File: config.mk
export PLATFORM = sky130hd
export DESIGN_NAME = detection_box_decode_filter_flat
export DESIGN_NICKNAME = d
export VERILOG_FILES = /design/src/hdl/dbd_pkg.sv /design/src/hdl/dbd_ifs.sv /design/src/hdl/dbd_front.sv /design/src/hdl/dbd_queue.sv /design/src/hdl/dbd_back.sv /design/src/hdl/detection_box_decode_filter.sv /design/src/flat_wrapper.sv
export SDC_FILE = /design/constraint.sdc
export NUM_CORES = 2
export LEC_CHECK = 0
export BUFFER_PORTS_ARGS = -buffer_cell sky130_fd_sc_hd__buf_2
export CAP_MARGIN = 10
export CORE_MARGIN = 2
export CORE_UTILIZATION = 55
export CTS_BUF_LIST = sky130_fd_sc_hd__clkbuf_4
export CTS_CLUSTER_DIAMETER = 100
export DETAILED_ROUTE_END_ITERATION = 8
export HOLD_SLACK_MARGIN = 0.05
export MAX_ROUTING_LAYER = met4
export PLACE_DENSITY = 0.71
export SKIP_CTS_REPAIR_TIMING = 1
export SLEW_MARGIN = 20
export SYNTH_ARGS = -nofsm -noshare
export SYNTH_HDL_FRONTEND = slang
export SYNTH_SLANG_ARGS = --single-unit
File: constraint.sdc
create_clock -name i_clk -period 17.5 [get_ports i_clk]
set_input_delay 3.5 -clock i_clk [delete_from_list [all_inputs] [get_ports i_clk]]
set_output_delay 3.5 -clock i_clk [all_outputs]
set_load 0.01 [all_outputs]
File: src/hdl/dbd_pkg.sv
// shared types, constants and widths for the detection box decode filter
package dbd_pkg;

    // model geometry and limits
    localparam int MODEL_W     = 480;
    localparam int MODEL_H     = 480;
    localparam int MAX_ROWS    = 8192;
    localparam int NUM_CLASSES = 2;

    // field widths
    localparam int COORD_IN_W = 16;
    localparam int SCORE_W    = 16;
    localparam int CODE_W     = 8;
    localparam int PAD_W      = 9;
    localparam int ISC_W      = 24;
    localparam int INV_W      = 25;
    localparam int CTR_W      = 16;
    localparam int SIZE_W     = 15;
    localparam int TALLY_W    = 14;
    localparam int CFG_IDX_W  = 3;
    localparam int CFG_DATA_W = 25;

    // clamp limits in Q11.5
    localparam int X_LIMIT     = MODEL_W * 32;
    localparam int Y_LIMIT     = MODEL_H * 32;
    localparam int COORD_LIMIT = (X_LIMIT > Y_LIMIT) ? X_LIMIT : Y_LIMIT;
    localparam int CW          = $clog2(COORD_LIMIT + 1);
    localparam int CMPW        = (CW > COORD_IN_W - 1) ? CW : COORD_IN_W - 1;

    // edge sum magnitude: c1 + c2 - 64 * pad
    localparam int PAD64_MAX = ((1 << PAD_W) - 1) * 64;
    localparam int SUM_MAX   = (2 * COORD_LIMIT > PAD64_MAX) ? 2 * COORD_LIMIT : PAD64_MAX;
    localparam int SMW       = $clog2(SUM_MAX + 1);
    localparam int SW        = SMW + 1;

    // shared multiplier split
    localparam int M1W  = SMW + ISC_W;
    localparam int HW   = (M1W + 1) / 2;
    localparam int MAW  = (SMW > HW) ? SMW : HW;
    localparam int PRW  = MAW + INV_W;
    localparam int PW   = M1W + INV_W;
    localparam int SUMW = PW + 1;

    // score tally points and cap
    localparam logic [SCORE_W-1:0] SCORE_QUARTER       = 16'd16384;
    localparam logic [SCORE_W-1:0] SCORE_HALF          = 16'd32768;
    localparam logic [SCORE_W-1:0] SCORE_THREE_QUARTER = 16'd49152;
    localparam int TALLY_CAP = (MAX_ROWS < 16383) ? MAX_ROWS : 16383;

    localparam int QUEUE_DEPTH = 2;
    localparam int QPW         = (QUEUE_DEPTH > 1) ? $clog2(QUEUE_DEPTH) : 1;
    localparam int QCW         = $clog2(QUEUE_DEPTH + 1);

    typedef enum logic [CFG_IDX_W-1:0] {
        CFG_FORMAT_MODE,
        CFG_CONF_THRESHOLD,
        CFG_PAD_X,
        CFG_PAD_Y,
        CFG_INVERSE_SCALE,
        CFG_INV_SOURCE_WIDTH,
        CFG_INV_SOURCE_HEIGHT
    } t_cfg_reg;

    typedef enum logic {
        FMT_ANCHOR,
        FMT_POST_NMS
    } t_format;

    // register reset values
    localparam logic [SCORE_W-1:0] CONF_THRESHOLD_RST = 16'd32768;
    localparam logic [ISC_W-1:0]   INVERSE_SCALE_RST  = 24'd65536;
    localparam logic [INV_W-1:0]   INV_SOURCE_RST     = 25'd34953;

    typedef struct packed {
        logic                    format_mode;
        logic [SCORE_W-1:0]      conf_threshold;
        logic [PAD_W-1:0]        pad_x;
        logic [PAD_W-1:0]        pad_y;
        logic [ISC_W-1:0]        inverse_scale;
        logic [INV_W-1:0]        inv_source_width;
        logic [INV_W-1:0]        inv_source_height;
    } t_cfg;

    typedef struct packed {
        logic signed [COORD_IN_W-1:0] left_edge;
        logic signed [COORD_IN_W-1:0] top_edge;
        logic signed [COORD_IN_W-1:0] right_edge;
        logic signed [COORD_IN_W-1:0] bottom_edge;
        logic [SCORE_W-1:0]           score_a;
        logic [SCORE_W-1:0]           score_b;
        logic signed [CODE_W-1:0]     class_code;
        logic                         frame_end;
    } t_in_item;

    typedef struct packed {
        logic                      keep;
        logic signed [CTR_W-1:0]   centre_x;
        logic signed [CTR_W-1:0]   centre_y;
        logic [SIZE_W-1:0]         box_width;
        logic [SIZE_W-1:0]         box_height;
        logic [SCORE_W-1:0]        score;
        logic                      class_out;
        logic [SCORE_W-1:0]        max_score;
        logic [TALLY_W-1:0]        count_quarter;
        logic [TALLY_W-1:0]        count_half;
        logic [TALLY_W-1:0]        count_three_quarter;
        logic                      frame_done;
    } t_out_item;

    typedef struct packed {
        logic           neg;
        logic [SMW-1:0] mag;
    } t_sgnmag;

    // one classified row waiting for the back end
    typedef struct packed {
        logic                keep;
        t_sgnmag             sum_x;
        t_sgnmag             sum_y;
        logic [SMW-1:0]      diff_x;
        logic [SMW-1:0]      diff_y;
        logic [SCORE_W-1:0]  score;
        logic                class_out;
        logic [SCORE_W-1:0]  max_score;
        logic [TALLY_W-1:0]  count_quarter;
        logic [TALLY_W-1:0]  count_half;
        logic [TALLY_W-1:0]  count_three_quarter;
        logic                frame_done;
    } t_job;

    typedef struct packed {
        logic full;
        logic empty;
    } t_q_stat;

endpackage

File: src/hdl/dbd_ifs.sv
// channel interfaces: input rows, result rows, register writes
interface dbd_in_if import dbd_pkg::*; ();
    logic     valid;
    logic     ready;
    t_in_item data;

    modport source (output valid, output data, input ready);
    modport sink   (input valid, input data, output ready);
endinterface

interface dbd_out_if import dbd_pkg::*; ();
    logic      valid;
    logic      ready;
    t_out_item data;

    modport source (output valid, output data, input ready);
    modport sink   (input valid, input data, output ready);
endinterface

interface dbd_cfg_if import dbd_pkg::*; ();
    logic                  valid;
    logic                  ready;
    logic [CFG_IDX_W-1:0]  index;
    logic [CFG_DATA_W-1:0] data;

    modport source (output valid, output index, output data, input ready);
    modport sink   (input valid, input index, input data, output ready);
endinterface

File: src/hdl/dbd_front.sv
// front end: class choice, frame statistics, clamp and keep decision
module dbd_front import dbd_pkg::*; (
    input  logic         i_clk,
    input  logic         i_rst_n,
    dbd_in_if.sink       i_in,
    input  t_cfg         i_regs,
    input  t_q_stat      i_qstat,
    output logic         o_push,
    output t_job         o_job
);

    logic [SCORE_W-1:0] r_max;
    logic [TALLY_W-1:0] r_tq;
    logic [TALLY_W-1:0] r_th;
    logic [TALLY_W-1:0] r_tt;

    logic [SCORE_W-1:0] n_max;
    logic [TALLY_W-1:0] n_tq;
    logic [TALLY_W-1:0] n_th;
    logic [TALLY_W-1:0] n_tt;

    logic [SCORE_W-1:0] score;
    logic               cls;
    logic               code_ok;
    logic [CW-1:0]      cx1, cy1, cx2, cy2;
    logic [CW:0]        dx, dy;
    logic               dx_pos, dy_pos;

    function automatic logic [CW-1:0] clamp_coord(logic signed [COORD_IN_W-1:0] raw,
                                                  logic [CMPW-1:0] lim);
        logic [CMPW-1:0] mag;
        mag = CMPW'(raw[COORD_IN_W-2:0]);
        if (raw[COORD_IN_W-1]) begin
            return '0;
        end else if (mag > lim) begin
            return CW'(lim);
        end
        return CW'(mag);
    endfunction

    function automatic t_sgnmag edge_sum(logic [CW-1:0] c1, logic [CW-1:0] c2,
                                         logic [PAD_W-1:0] pad);
        logic signed [SW-1:0] s;
        logic signed [SW-1:0] s_neg;
        t_sgnmag              r;
        s       = SW'(c1) + SW'(c2) - SW'({pad, 6'b0});
        s_neg   = -s;
        r.neg   = s[SW-1];
        r.mag   = s[SW-1] ? s_neg[SMW-1:0] : s[SMW-1:0];
        return r;
    endfunction

    function automatic logic [TALLY_W-1:0] tally_up(logic [TALLY_W-1:0] t);
        return (t < TALLY_W'(TALLY_CAP)) ? t + 1'b1 : TALLY_W'(TALLY_CAP);
    endfunction

    assign i_in.ready = i_rst_n && !i_qstat.full;
    assign o_push     = i_in.valid && i_in.ready;

    always_comb begin
        if (i_regs.format_mode == FMT_ANCHOR) begin
            code_ok = 1'b0;
            if (i_in.data.score_a > i_in.data.score_b) begin
                score = i_in.data.score_a;
                cls   = 1'b0;
            end else begin
                score = i_in.data.score_b;
                cls   = 1'b1;
            end
        end else begin
            // negative or too large class code falls back to class 0
            code_ok = !i_in.data.class_code[CODE_W-1]
                      && (i_in.data.class_code[CODE_W-2:0] < (CODE_W-1)'(NUM_CLASSES));
            score   = i_in.data.score_a;
            cls     = code_ok ? i_in.data.class_code[0] : 1'b0;
        end

        n_max = (score > r_max) ? score : r_max;
        n_tq  = (score >= SCORE_QUARTER)       ? tally_up(r_tq) : r_tq;
        n_th  = (score >= SCORE_HALF)          ? tally_up(r_th) : r_th;
        n_tt  = (score >= SCORE_THREE_QUARTER) ? tally_up(r_tt) : r_tt;

        cx1 = clamp_coord(i_in.data.left_edge,   CMPW'(X_LIMIT));
        cy1 = clamp_coord(i_in.data.top_edge,    CMPW'(Y_LIMIT));
        cx2 = clamp_coord(i_in.data.right_edge,  CMPW'(X_LIMIT));
        cy2 = clamp_coord(i_in.data.bottom_edge, CMPW'(Y_LIMIT));

        // padding cancels in the differences
        dx     = (CW+1)'(cx2) - (CW+1)'(cx1);
        dy     = (CW+1)'(cy2) - (CW+1)'(cy1);
        dx_pos = !dx[CW] && (dx != '0);
        dy_pos = !dy[CW] && (dy != '0);

        o_job.keep                = (score >= i_regs.conf_threshold) && dx_pos && dy_pos
                                    && (i_regs.inverse_scale != '0);
        o_job.sum_x               = edge_sum(cx1, cx2, i_regs.pad_x);
        o_job.sum_y               = edge_sum(cy1, cy2, i_regs.pad_y);
        o_job.diff_x              = SMW'(dx[CW-1:0]);
        o_job.diff_y              = SMW'(dy[CW-1:0]);
        o_job.score               = score;
        o_job.class_out           = cls;
        o_job.max_score           = n_max;
        o_job.count_quarter       = n_tq;
        o_job.count_half          = n_th;
        o_job.count_three_quarter = n_tt;
        o_job.frame_done          = i_in.data.frame_end;
    end

    always_ff @(posedge i_clk) begin
        if (!i_rst_n) begin
            r_max <= '0;
            r_tq  <= '0;
            r_th  <= '0;
            r_tt  <= '0;
        end else if (o_push) begin
            if (i_in.data.frame_end) begin
                r_max <= '0;
                r_tq  <= '0;
                r_th  <= '0;
                r_tt  <= '0;
            end else begin
                r_max <= n_max;
                r_tq  <= n_tq;
                r_th  <= n_th;
                r_tt  <= n_tt;
            end
        end
    end

endmodule

File: src/hdl/dbd_queue.sv
// short queue of classified rows between front and back end
module dbd_queue import dbd_pkg::*; (
    input  logic    i_clk,
    input  logic    i_rst_n,
    input  logic    i_push,
    input  t_job    i_job,
    input  logic    i_pop,
    output t_job    o_job,
    output t_q_stat o_stat
);

    t_job            r_mem [QUEUE_DEPTH];
    logic [QPW-1:0]  r_wr;
    logic [QPW-1:0]  r_rd;
    logic [QCW-1:0]  r_count;

    function automatic logic [QPW-1:0] ptr_next(logic [QPW-1:0] p);
        return (p == QPW'(QUEUE_DEPTH - 1)) ? '0 : p + 1'b1;
    endfunction

    assign o_job        = r_mem[r_rd];
    assign o_stat.full  = (r_count == QCW'(QUEUE_DEPTH));
    assign o_stat.empty = (r_count == '0);

    always_ff @(posedge i_clk) begin
        if (i_push) begin
            r_mem[r_wr] <= i_job;
        end
    end

    always_ff @(posedge i_clk) begin
        if (!i_rst_n) begin
            r_wr    <= '0;
            r_rd    <= '0;
            r_count <= '0;
        end else begin
            if (i_push) begin
                r_wr <= ptr_next(r_wr);
            end
            if (i_pop) begin
                r_rd <= ptr_next(r_rd);
            end
            if (i_push && !i_pop) begin
                r_count <= r_count + 1'b1;
            end else if (i_pop && !i_push) begin
                r_count <= r_count - 1'b1;
            end
        end
    end

    a_no_overflow: assert property (@(posedge i_clk) disable iff (!i_rst_n)
        !(i_push && o_stat.full))
        else $error("queue written while full");

    a_no_underflow: assert property (@(posedge i_clk) disable iff (!i_rst_n)
        !(i_pop && o_stat.empty))
        else $error("queue read while empty");

endmodule

File: src/hdl/dbd_back.sv
// back end: un-letterbox and normalize kept rows on one shared multiplier
module dbd_back import dbd_pkg::*; (
    input  logic     i_clk,
    input  logic     i_rst_n,
    input  t_cfg     i_regs,
    input  t_q_stat  i_qstat,
    input  t_job     i_job,
    output logic     o_pop,
    dbd_out_if.source o_out
);

    typedef enum logic [2:0] {
        S_IDLE,
        S_MUL1,
        S_LO,
        S_HI,
        S_FIN,
        S_DONE
    } t_state;

    typedef enum logic [1:0] {
        Q_CX,
        Q_CY,
        Q_BW,
        Q_BH
    } t_qty;

    localparam int CTR_SHIFT = 32;
    localparam int WID_SHIFT = 31;
    localparam int RCW       = SUMW - CTR_SHIFT;
    localparam int RWW       = SUMW - WID_SHIFT;
    localparam logic [SUMW-1:0] RND_CTR = {{(SUMW-CTR_SHIFT){1'b0}}, 1'b1, 31'd0};
    localparam logic [SUMW-1:0] RND_WID = {{(SUMW-WID_SHIFT){1'b0}}, 1'b1, 30'd0};

    t_state              r_state;
    t_qty                r_q;
    t_job                r_job;
    logic [M1W-1:0]      r_m;
    logic [PRW-1:0]      r_prod;
    logic [SUMW-1:0]     r_acc;
    logic [CTR_W-1:0]    r_cx, r_cy;
    logic [SIZE_W-1:0]   r_bw, r_bh;
    logic                r_ov;
    t_out_item           r_out;

    logic [SMW-1:0]      mag;
    logic                neg;
    logic                centre;
    logic [INV_W-1:0]    inv;
    logic [MAW-1:0]      mul_a;
    logic [INV_W-1:0]    mul_b;
    logic [PRW-1:0]      prod;
    logic [SUMW-1:0]     sum;
    logic [RCW-1:0]      rc;
    logic [RWW-1:0]      rw;
    logic [CTR_W-1:0]    ctr_val;
    logic [SIZE_W-1:0]   wid_val;
    logic                out_free;
    logic                out_load;

    function automatic t_out_item make_out(t_job j, logic k, logic [CTR_W-1:0] cx,
                                           logic [CTR_W-1:0] cy, logic [SIZE_W-1:0] bw,
                                           logic [SIZE_W-1:0] bh);
        t_out_item o;
        o.keep                = k;
        o.centre_x            = cx;
        o.centre_y            = cy;
        o.box_width           = bw;
        o.box_height          = bh;
        o.score               = j.score;
        o.class_out           = j.class_out;
        o.max_score           = j.max_score;
        o.count_quarter       = j.count_quarter;
        o.count_half          = j.count_half;
        o.count_three_quarter = j.count_three_quarter;
        o.frame_done          = j.frame_done;
        return o;
    endfunction

    assign out_free    = !r_ov || o_out.ready;
    assign o_out.valid = r_ov;
    assign o_out.data  = r_out;
    assign o_pop       = (r_state == S_IDLE) && !i_qstat.empty && (i_job.keep || out_free);
    // output register takes a dropped row from the queue or a finished kept row
    assign out_load    = out_free
                         && (((r_state == S_IDLE) && !i_qstat.empty && !i_job.keep)
                             || (r_state == S_DONE));

    always_comb begin
        unique case (r_q)
            Q_CX: begin
                mag    = r_job.sum_x.mag;
                neg    = r_job.sum_x.neg;
                centre = 1'b1;
                inv    = i_regs.inv_source_width;
            end
            Q_CY: begin
                mag    = r_job.sum_y.mag;
                neg    = r_job.sum_y.neg;
                centre = 1'b1;
                inv    = i_regs.inv_source_height;
            end
            Q_BW: begin
                mag    = r_job.diff_x;
                neg    = 1'b0;
                centre = 1'b0;
                inv    = i_regs.inv_source_width;
            end
            Q_BH: begin
                mag    = r_job.diff_y;
                neg    = 1'b0;
                centre = 1'b0;
                inv    = i_regs.inv_source_height;
            end
            default: begin
                mag    = '0;
                neg    = 1'b0;
                centre = 1'b0;
                inv    = '0;
            end
        endcase

        // magnitude times scale, then that product in two halves times the reciprocal
        unique case (r_state)
            S_MUL1: begin
                mul_a = MAW'(mag);
                mul_b = INV_W'(i_regs.inverse_scale);
            end
            S_LO: begin
                mul_a = MAW'(r_m[HW-1:0]);
                mul_b = inv;
            end
            S_HI: begin
                mul_a = MAW'(r_m[M1W-1:HW]);
                mul_b = inv;
            end
            default: begin
                mul_a = '0;
                mul_b = '0;
            end
        endcase
        prod = mul_a * mul_b;

        sum = r_acc + (SUMW'(r_prod) << HW);
        rc  = sum[SUMW-1:CTR_SHIFT];
        rw  = sum[SUMW-1:WID_SHIFT];

        if (neg) begin
            ctr_val = (rc > RCW'(32768)) ? 16'h8000 : ~rc[CTR_W-1:0] + 1'b1;
        end else begin
            ctr_val = (rc > RCW'(32767)) ? 16'h7fff : rc[CTR_W-1:0];
        end
        wid_val = (rw > RWW'(32767)) ? 15'h7fff : rw[SIZE_W-1:0];
    end

    always_ff @(posedge i_clk) begin
        if (!i_rst_n) begin
            r_state <= S_IDLE;
            r_q     <= Q_CX;
            r_ov    <= 1'b0;
        end else begin
            r_ov <= out_load || (r_ov && !o_out.ready);
            unique case (r_state)
                S_IDLE: begin
                    if (!i_qstat.empty) begin
                        if (i_job.keep) begin
                            r_job   <= i_job;
                            r_q     <= Q_CX;
                            r_state <= S_MUL1;
                        end else if (out_free) begin
                            r_out <= make_out(i_job, 1'b0, '0, '0, '0, '0);
                        end
                    end
                end
                S_MUL1: begin
                    r_m     <= prod[M1W-1:0];
                    r_state <= S_LO;
                end
                S_LO: begin
                    r_prod  <= prod;
                    r_state <= S_HI;
                end
                S_HI: begin
                    r_acc   <= SUMW'(r_prod) + (centre ? RND_CTR : RND_WID);
                    r_prod  <= prod;
                    r_state <= S_FIN;
                end
                S_FIN: begin
                    unique case (r_q)
                        Q_CX: begin
                            r_cx    <= ctr_val;
                            r_q     <= Q_CY;
                            r_state <= S_MUL1;
                        end
                        Q_CY: begin
                            r_cy    <= ctr_val;
                            r_q     <= Q_BW;
                            r_state <= S_MUL1;
                        end
                        Q_BW: begin
                            r_bw    <= wid_val;
                            r_q     <= Q_BH;
                            r_state <= S_MUL1;
                        end
                        Q_BH: begin
                            r_bh    <= wid_val;
                            r_state <= S_DONE;
                        end
                        default: begin
                            r_state <= S_IDLE;
                        end
                    endcase
                end
                S_DONE: begin
                    if (out_free) begin
                        r_out   <= make_out(r_job, 1'b1, r_cx, r_cy, r_bw, r_bh);
                        r_state <= S_IDLE;
                    end
                end
                default: begin
                    r_state <= S_IDLE;
                end
            endcase
        end
    end

    a_math_only_kept: assert property (@(posedge i_clk) disable iff (!i_rst_n)
        (r_state == S_MUL1) |-> r_job.keep)
        else $error("box arithmetic started on a dropped row");

    a_dropped_zero: assert property (@(posedge i_clk) disable iff (!i_rst_n)
        (o_out.valid && !o_out.data.keep) |->
            (o_out.data.centre_x == '0 && o_out.data.centre_y == '0
             && o_out.data.box_width == '0 && o_out.data.box_height == '0))
        else $error("dropped row carries box geometry");

endmodule

File: src/hdl/detection_box_decode_filter.sv
// top level of the detection box decode filter: registers, front, queue, back
//
//   channel   dir  handshake      payload
//   i_in      in   valid / ready  t_in_item, one detector row
//   o_out     out  valid / ready  t_out_item, one result row
//   i_cfg     in   valid / ready  register index and write data
//
// a dropped row (below threshold, empty box or zero inverse scale) skips the
// multiplier, so such rows stream at one per cycle while the sink takes results
// and the back end is idle; a kept row holds the back end while the single 20x25
// multiplier runs three products and one round/saturate step for each of the four box values
// reset is synchronous and active low: statistics clear, registers load defaults
// a two-entry queue lets the front keep taking rows while the back end works,
// and the output register holds a result while the sink stalls
module detection_box_decode_filter import dbd_pkg::*; (
    input  logic      i_clk,
    input  logic      i_rst_n,
    dbd_in_if.sink    i_in,
    dbd_out_if.source o_out,
    dbd_cfg_if.sink   i_cfg
);

    t_cfg    r_regs;
    t_job    push_job;
    t_job    head_job;
    t_q_stat qstat;
    logic    push;
    logic    pop;

    // register writes are taken every cycle outside reset
    assign i_cfg.ready = i_rst_n;

    always_ff @(posedge i_clk) begin
        if (!i_rst_n) begin
            r_regs.format_mode       <= FMT_ANCHOR;
            r_regs.conf_threshold    <= CONF_THRESHOLD_RST;
            r_regs.pad_x             <= '0;
            r_regs.pad_y             <= '0;
            r_regs.inverse_scale     <= INVERSE_SCALE_RST;
            r_regs.inv_source_width  <= INV_SOURCE_RST;
            r_regs.inv_source_height <= INV_SOURCE_RST;
        end else if (i_cfg.valid && i_cfg.ready) begin
            unique case (i_cfg.index)
                CFG_FORMAT_MODE:       r_regs.format_mode       <= i_cfg.data[0];
                CFG_CONF_THRESHOLD:    r_regs.conf_threshold    <= i_cfg.data[SCORE_W-1:0];
                CFG_PAD_X:             r_regs.pad_x             <= i_cfg.data[PAD_W-1:0];
                CFG_PAD_Y:             r_regs.pad_y             <= i_cfg.data[PAD_W-1:0];
                CFG_INVERSE_SCALE:     r_regs.inverse_scale     <= i_cfg.data[ISC_W-1:0];
                CFG_INV_SOURCE_WIDTH:  r_regs.inv_source_width  <= i_cfg.data[INV_W-1:0];
                CFG_INV_SOURCE_HEIGHT: r_regs.inv_source_height <= i_cfg.data[INV_W-1:0];
                // unused index, write ignored
                default: ;
            endcase
        end
    end

    // classify the row, update frame statistics, clamp the corners
    dbd_front u_front (
        .i_clk   (i_clk),
        .i_rst_n (i_rst_n),
        .i_in    (i_in),
        .i_regs  (r_regs),
        .i_qstat (qstat),
        .o_push  (push),
        .o_job   (push_job)
    );

    // decouples row intake from the multiply sequence
    dbd_queue u_queue (
        .i_clk   (i_clk),
        .i_rst_n (i_rst_n),
        .i_push  (push),
        .i_job   (push_job),
        .i_pop   (pop),
        .o_job   (head_job),
        .o_stat  (qstat)
    );

    // un-letterbox, normalize, round and saturate, then present the transfer
    dbd_back u_back (
        .i_clk   (i_clk),
        .i_rst_n (i_rst_n),
        .i_regs  (r_regs),
        .i_qstat (qstat),
        .i_job   (head_job),
        .o_pop   (pop),
        .o_out   (o_out)
    );

endmodule

File: src/flat_wrapper.sv
// flat-port wrapper written by rule: the top's interface ports become plain ports
module detection_box_decode_filter_flat import dbd_pkg::*;
  (i_clk, i_rst_n, i_in_valid, i_in_data, i_in_ready, o_out_valid, o_out_data, o_out_ready, i_cfg_valid, i_cfg_index, i_cfg_data, i_cfg_ready);
  dbd_in_if i_in_i ();
  dbd_out_if o_out_i ();
  dbd_cfg_if i_cfg_i ();
  input  logic i_clk;
  input  logic i_rst_n;
  input wire logic [$bits(i_in_i.valid)-1:0] i_in_valid;
  input wire logic [$bits(i_in_i.data)-1:0] i_in_data;
  output wire logic [$bits(i_in_i.ready)-1:0] i_in_ready;
  output wire logic [$bits(o_out_i.valid)-1:0] o_out_valid;
  output wire logic [$bits(o_out_i.data)-1:0] o_out_data;
  input wire logic [$bits(o_out_i.ready)-1:0] o_out_ready;
  input wire logic [$bits(i_cfg_i.valid)-1:0] i_cfg_valid;
  input wire logic [$bits(i_cfg_i.index)-1:0] i_cfg_index;
  input wire logic [$bits(i_cfg_i.data)-1:0] i_cfg_data;
  output wire logic [$bits(i_cfg_i.ready)-1:0] i_cfg_ready;
  assign i_in_i.valid = i_in_valid;
  assign i_in_i.data = i_in_data;
  assign i_in_ready = i_in_i.ready;
  assign o_out_valid = o_out_i.valid;
  assign o_out_data = o_out_i.data;
  assign o_out_i.ready = o_out_ready;
  assign i_cfg_i.valid = i_cfg_valid;
  assign i_cfg_i.index = i_cfg_index;
  assign i_cfg_i.data = i_cfg_data;
  assign i_cfg_ready = i_cfg_i.ready;
  detection_box_decode_filter u_core (.i_clk(i_clk), .i_rst_n(i_rst_n), .i_in(i_in_i), .o_out(o_out_i), .i_cfg(i_cfg_i));
endmodule
==> summary.md <==
| Metric | Value |
|---|---|
| Number of flops mapped to enable cells by yosys | `715` |
| Synthesis-stage register bit count | `893` |
| Vias in the first global route | `42010` |
| Commonest cells after routing, fill and taps aside | `nand2_1 (719), edfxtp_1 (715), inv_1 (651), nor2_1 (634), fa_1 (429)` |
| Post-synth cell types | `89` |
| Iter 0 DRT Violations | `3859` |
| DIE WIDTH | `328.1 µm` |
| H-tree Lvls | `4` |
| Nets@finish | `6737` |
| Mapped cell area | `57780 µm²` |
| Sum of negative setup slack | `0 ps` |
| Std cell rows | `118` |
| Worst skew pair latency | `1160 ps` |
| Slowest cell on the critical path | `a21oi_2` |
| Main synth FF type | `edfxtp_1` |
| Most common cell after layout, fill and taps aside | `nand2_1` |
| DP Area | `60670 µm²` |
| Fin area | `63710 µm²` |
| Post-Synthesis Cells | `5534` |
| Die Ht | `328.1 µm` |
| Fmax | `between 100 and 150 MHz` |
| Clock Tree Root | `clkbuf_4` |
| GRT Total Usage | `29.61%` |
| Routed Antenna Nets | `0` |
| Final Setup Violations | `0` |
| Leak Pwr | `26.83 nW` |
| Clock Path Buffers | `3` |
| IO buf count | `279` |
| Largest net degree at the start of global routing | `111` |
| Residual DRC | `0` |
| Layout area overhead | `10.27%` |
| Max-Cap Viols | `0` |
| Clock transition at path regs | `80 ps` |
| Initial antenna violation count | `8` |
| CTS tree | `built` |
| DR pass1 iterations | `8` |
| HP Class | `reg2reg` |
| DR WL/cell | `20.48 µm` |
| Clk_skew | `between 150 and 200 ps` |
| Util after Layout | `61.38%` |
| Worst Path Arrival | `10580 ps` |
| Post-synthesis sequential area ratio | `43.33%` |
| Max_slew headroom | `a little over a fifth` |
| Vias per cell | `5.656` |
| Worst Tran Pin Value | `1188 ps` |
| Initial Util | `55.67%` |
| Power density over the cells | `94.40 nW/µm²` |
| Core region area | `just over 100000 µm²` |
| Worst reg2reg path depth | `30` |
| Fin. Hold Viols | `0` |
| Die ar. | `107700 µm²` |
| Inserted Clock Buffers | `around 220` |
| Clock sink count | `893` |
| Share of cells above drive strength 1 | `15.68%` |
| Yosys warns | `0` |
| Syn avg cell area | `about 10 µm²` |
| CP dominant cell by count | `fa_1` |
| Mapped Nets | `6412` |
| Slew Limit Fails | `0` |
| Status | `complete, no violations` |
| RSZ-0062 raised after global routing | `no` |
| CP peak stage delay | `~940 ps` |
| Critical Path RT | `18250 ps` |
| Final min period | `a little under 10000 ps` |
| First-pass GRT wire length | `237800 µm` |
| Routed wire length | `152300 µm` |
| DPL Wire Length | `112500 µm` |
| VDD IR max | `0.08404 mV` |
| Crit Path Class | `reg2reg` |
| Crit start category | `register` |
| Critical Path Sink Type | `register` |
| Final period utilization | `a little under three fifths` |
| I/O pin count | `280` |
| Vias | `42060` |
| Final GP Congestion | `0.9499` |
| Hold Crit Depth | `2` |
| Async S/R FF share, synth | `0%` |
| Crit path max fanout | `17` |
| Gr ovfl total | `0` |
worst max-delay path: cells and delay by family (launching register included):
family          cells  cell delay (ps)
compound gates     11             3340
fa+ha+maj           9             4670
buf+inv             4              260
flops               1              340
simple gates        6              840
layer usage:
layer	vias to the layer above	GRT usage [%]	share of wire (%)
met3	296	5.882	8.9
met4	0	11.02	3.3
li1	19460	-	-
met2	1823	45.76	46
met5	-	-	0
met1	20480	38.87	42
cell type report:
type	count	area (µm²)
Timing Repair Buffer	355	2027
Tap cell	1380	1727
Fill cell	8577	40080
Sequential cell	893	25040
Antenna cell	11	27.53
Inverter	654	2460
Clock buffer	351	2635
Clock inverter	54	310.3
Multi-Input combinational cell	3738	29480
Yosys cell counts (6+ instances only):
cell | n | area share (%)
or3_1 | 12 | 0.13
and3_1 | 39 | 0.42
and4_1 | 8 | 0.12
nand2b_1 | 40 | 0.43
or4_1 | 14 | 0.18
nor2b_1 | 21 | 0.23
and2_1 | 108 | 1.2
a32o_1 | 21 | 0.36
nand3_1 | 66 | 0.57
o22a_1 | 8 | 0.12
dfxtp_1 | 178 | 6.2
a222oi_1 | 13 | 0.23
xor2_1 | 61 | 0.92
a21boi_0 | 7 | 0.091
inv_1 | 653 | 4.2
o211ai_1 | 14 | 0.18
ha_1 | 311 | 6.7
a31oi_1 | 56 | 0.61
nor2_1 | 639 | 4.2
o21a_1 | 49 | 0.64
o21bai_1 | 8 | 0.10
a211oi_1 | 15 | 0.19
fa_1 | 429 | 15
nor4_1 | 31 | 0.34
mux2i_1 | 72 | 1.2
mux2_2 | 158 | 3.1
o21ai_1 | 8 | 0.069
buf_1 | 12 | 0.078
clkbuf_1 | 225 | 1.5
xnor2_1 | 103 | 1.6
a211o_1 | 6 | 0.091
edfxtp_1 | 715 | 37
nor4b_1 | 7 | 0.11
nand4_1 | 41 | 0.44
a21oi_1 | 276 | 2.4
nor3b_1 | 7 | 0.091
a21o_1 | 54 | 0.70
nand2_1 | 720 | 4.7
nor3_1 | 75 | 0.65
o22ai_1 | 18 | 0.19
a31o_2 | 7 | 0.11
a22oi_1 | 6 | 0.078
o21ai_0 | 120 | 1.0
worst paths after layout:
kind | from | to | slack [ps]
setup reg to reg | u_core.u_back.r_q[1] | u_core.u_back.r_prod[42] | 7670
hold reg to reg | u_core.r_regs[2] | u_core.r_regs[2] | 450
setup / recovery | u_core.u_back.r_q[1] | u_core.u_back.r_prod[42] | 7670
hold / removal | u_core.r_regs[2] | u_core.r_regs[2] | 450
through the flow:
stage / setup slack (ps) / power, mW / cells / hold WS, ps
floorplan: 2496 / 3.739 / 5534 / 433.4
global placement: 7631 / 4.233 / 7017 / 441.0
detailed placement: 7535 / 4.267 / 7018 / 446.5
CTS: 7404 / 6.040 / 7423 / 454.4
global route: 7072 / 6.312 / 7436 / 469.2
finish: 7669 / 6.014 / 7436 / 453.7
report_power, final:
part / switching [mW] / leakage [nW] / total [mW] / internal, mW
Sequential: 0.0993 / 7.93 / 2.72 / 2.62
Clock: 0.848 / 1.76 / 1.76 / 0.917
Combinational: 1.03 / 17.1 / 1.53 / 0.492
Total: 1.98 / 26.8 / 6.01 / 4.03
logic make-up after synthesis:
kind of cell,after synthesis,share of synthesized area [%]
fa+ha+maj,740,21.60
xor+xnor,164,2.486
compound gates,750,8.225
buf+inv,903,5.938
mux,230,4.327
simple gates,1854,14.10
flops,893,43.33
registers in the layout, indices dropped and copies added (netlist names), 15 cells and up, named ones only:
register                  cells
u_core.u_queue.r_mem        270
u_core.u_back.r_m            39
u_core.u_back.r_cy           16
u_core.u_back.r_job         134
u_core.u_back.r_prod         45
u_core.u_back.r_bw           15
u_core.u_back.r_bh           15
u_core.u_back.r_cx           16
u_core.u_back.r_acc          26
u_core.u_front.r_max         16
u_core.u_back.o_out.data    139
u_core.r_regs               109
Power figures use the tool's default switching activity.
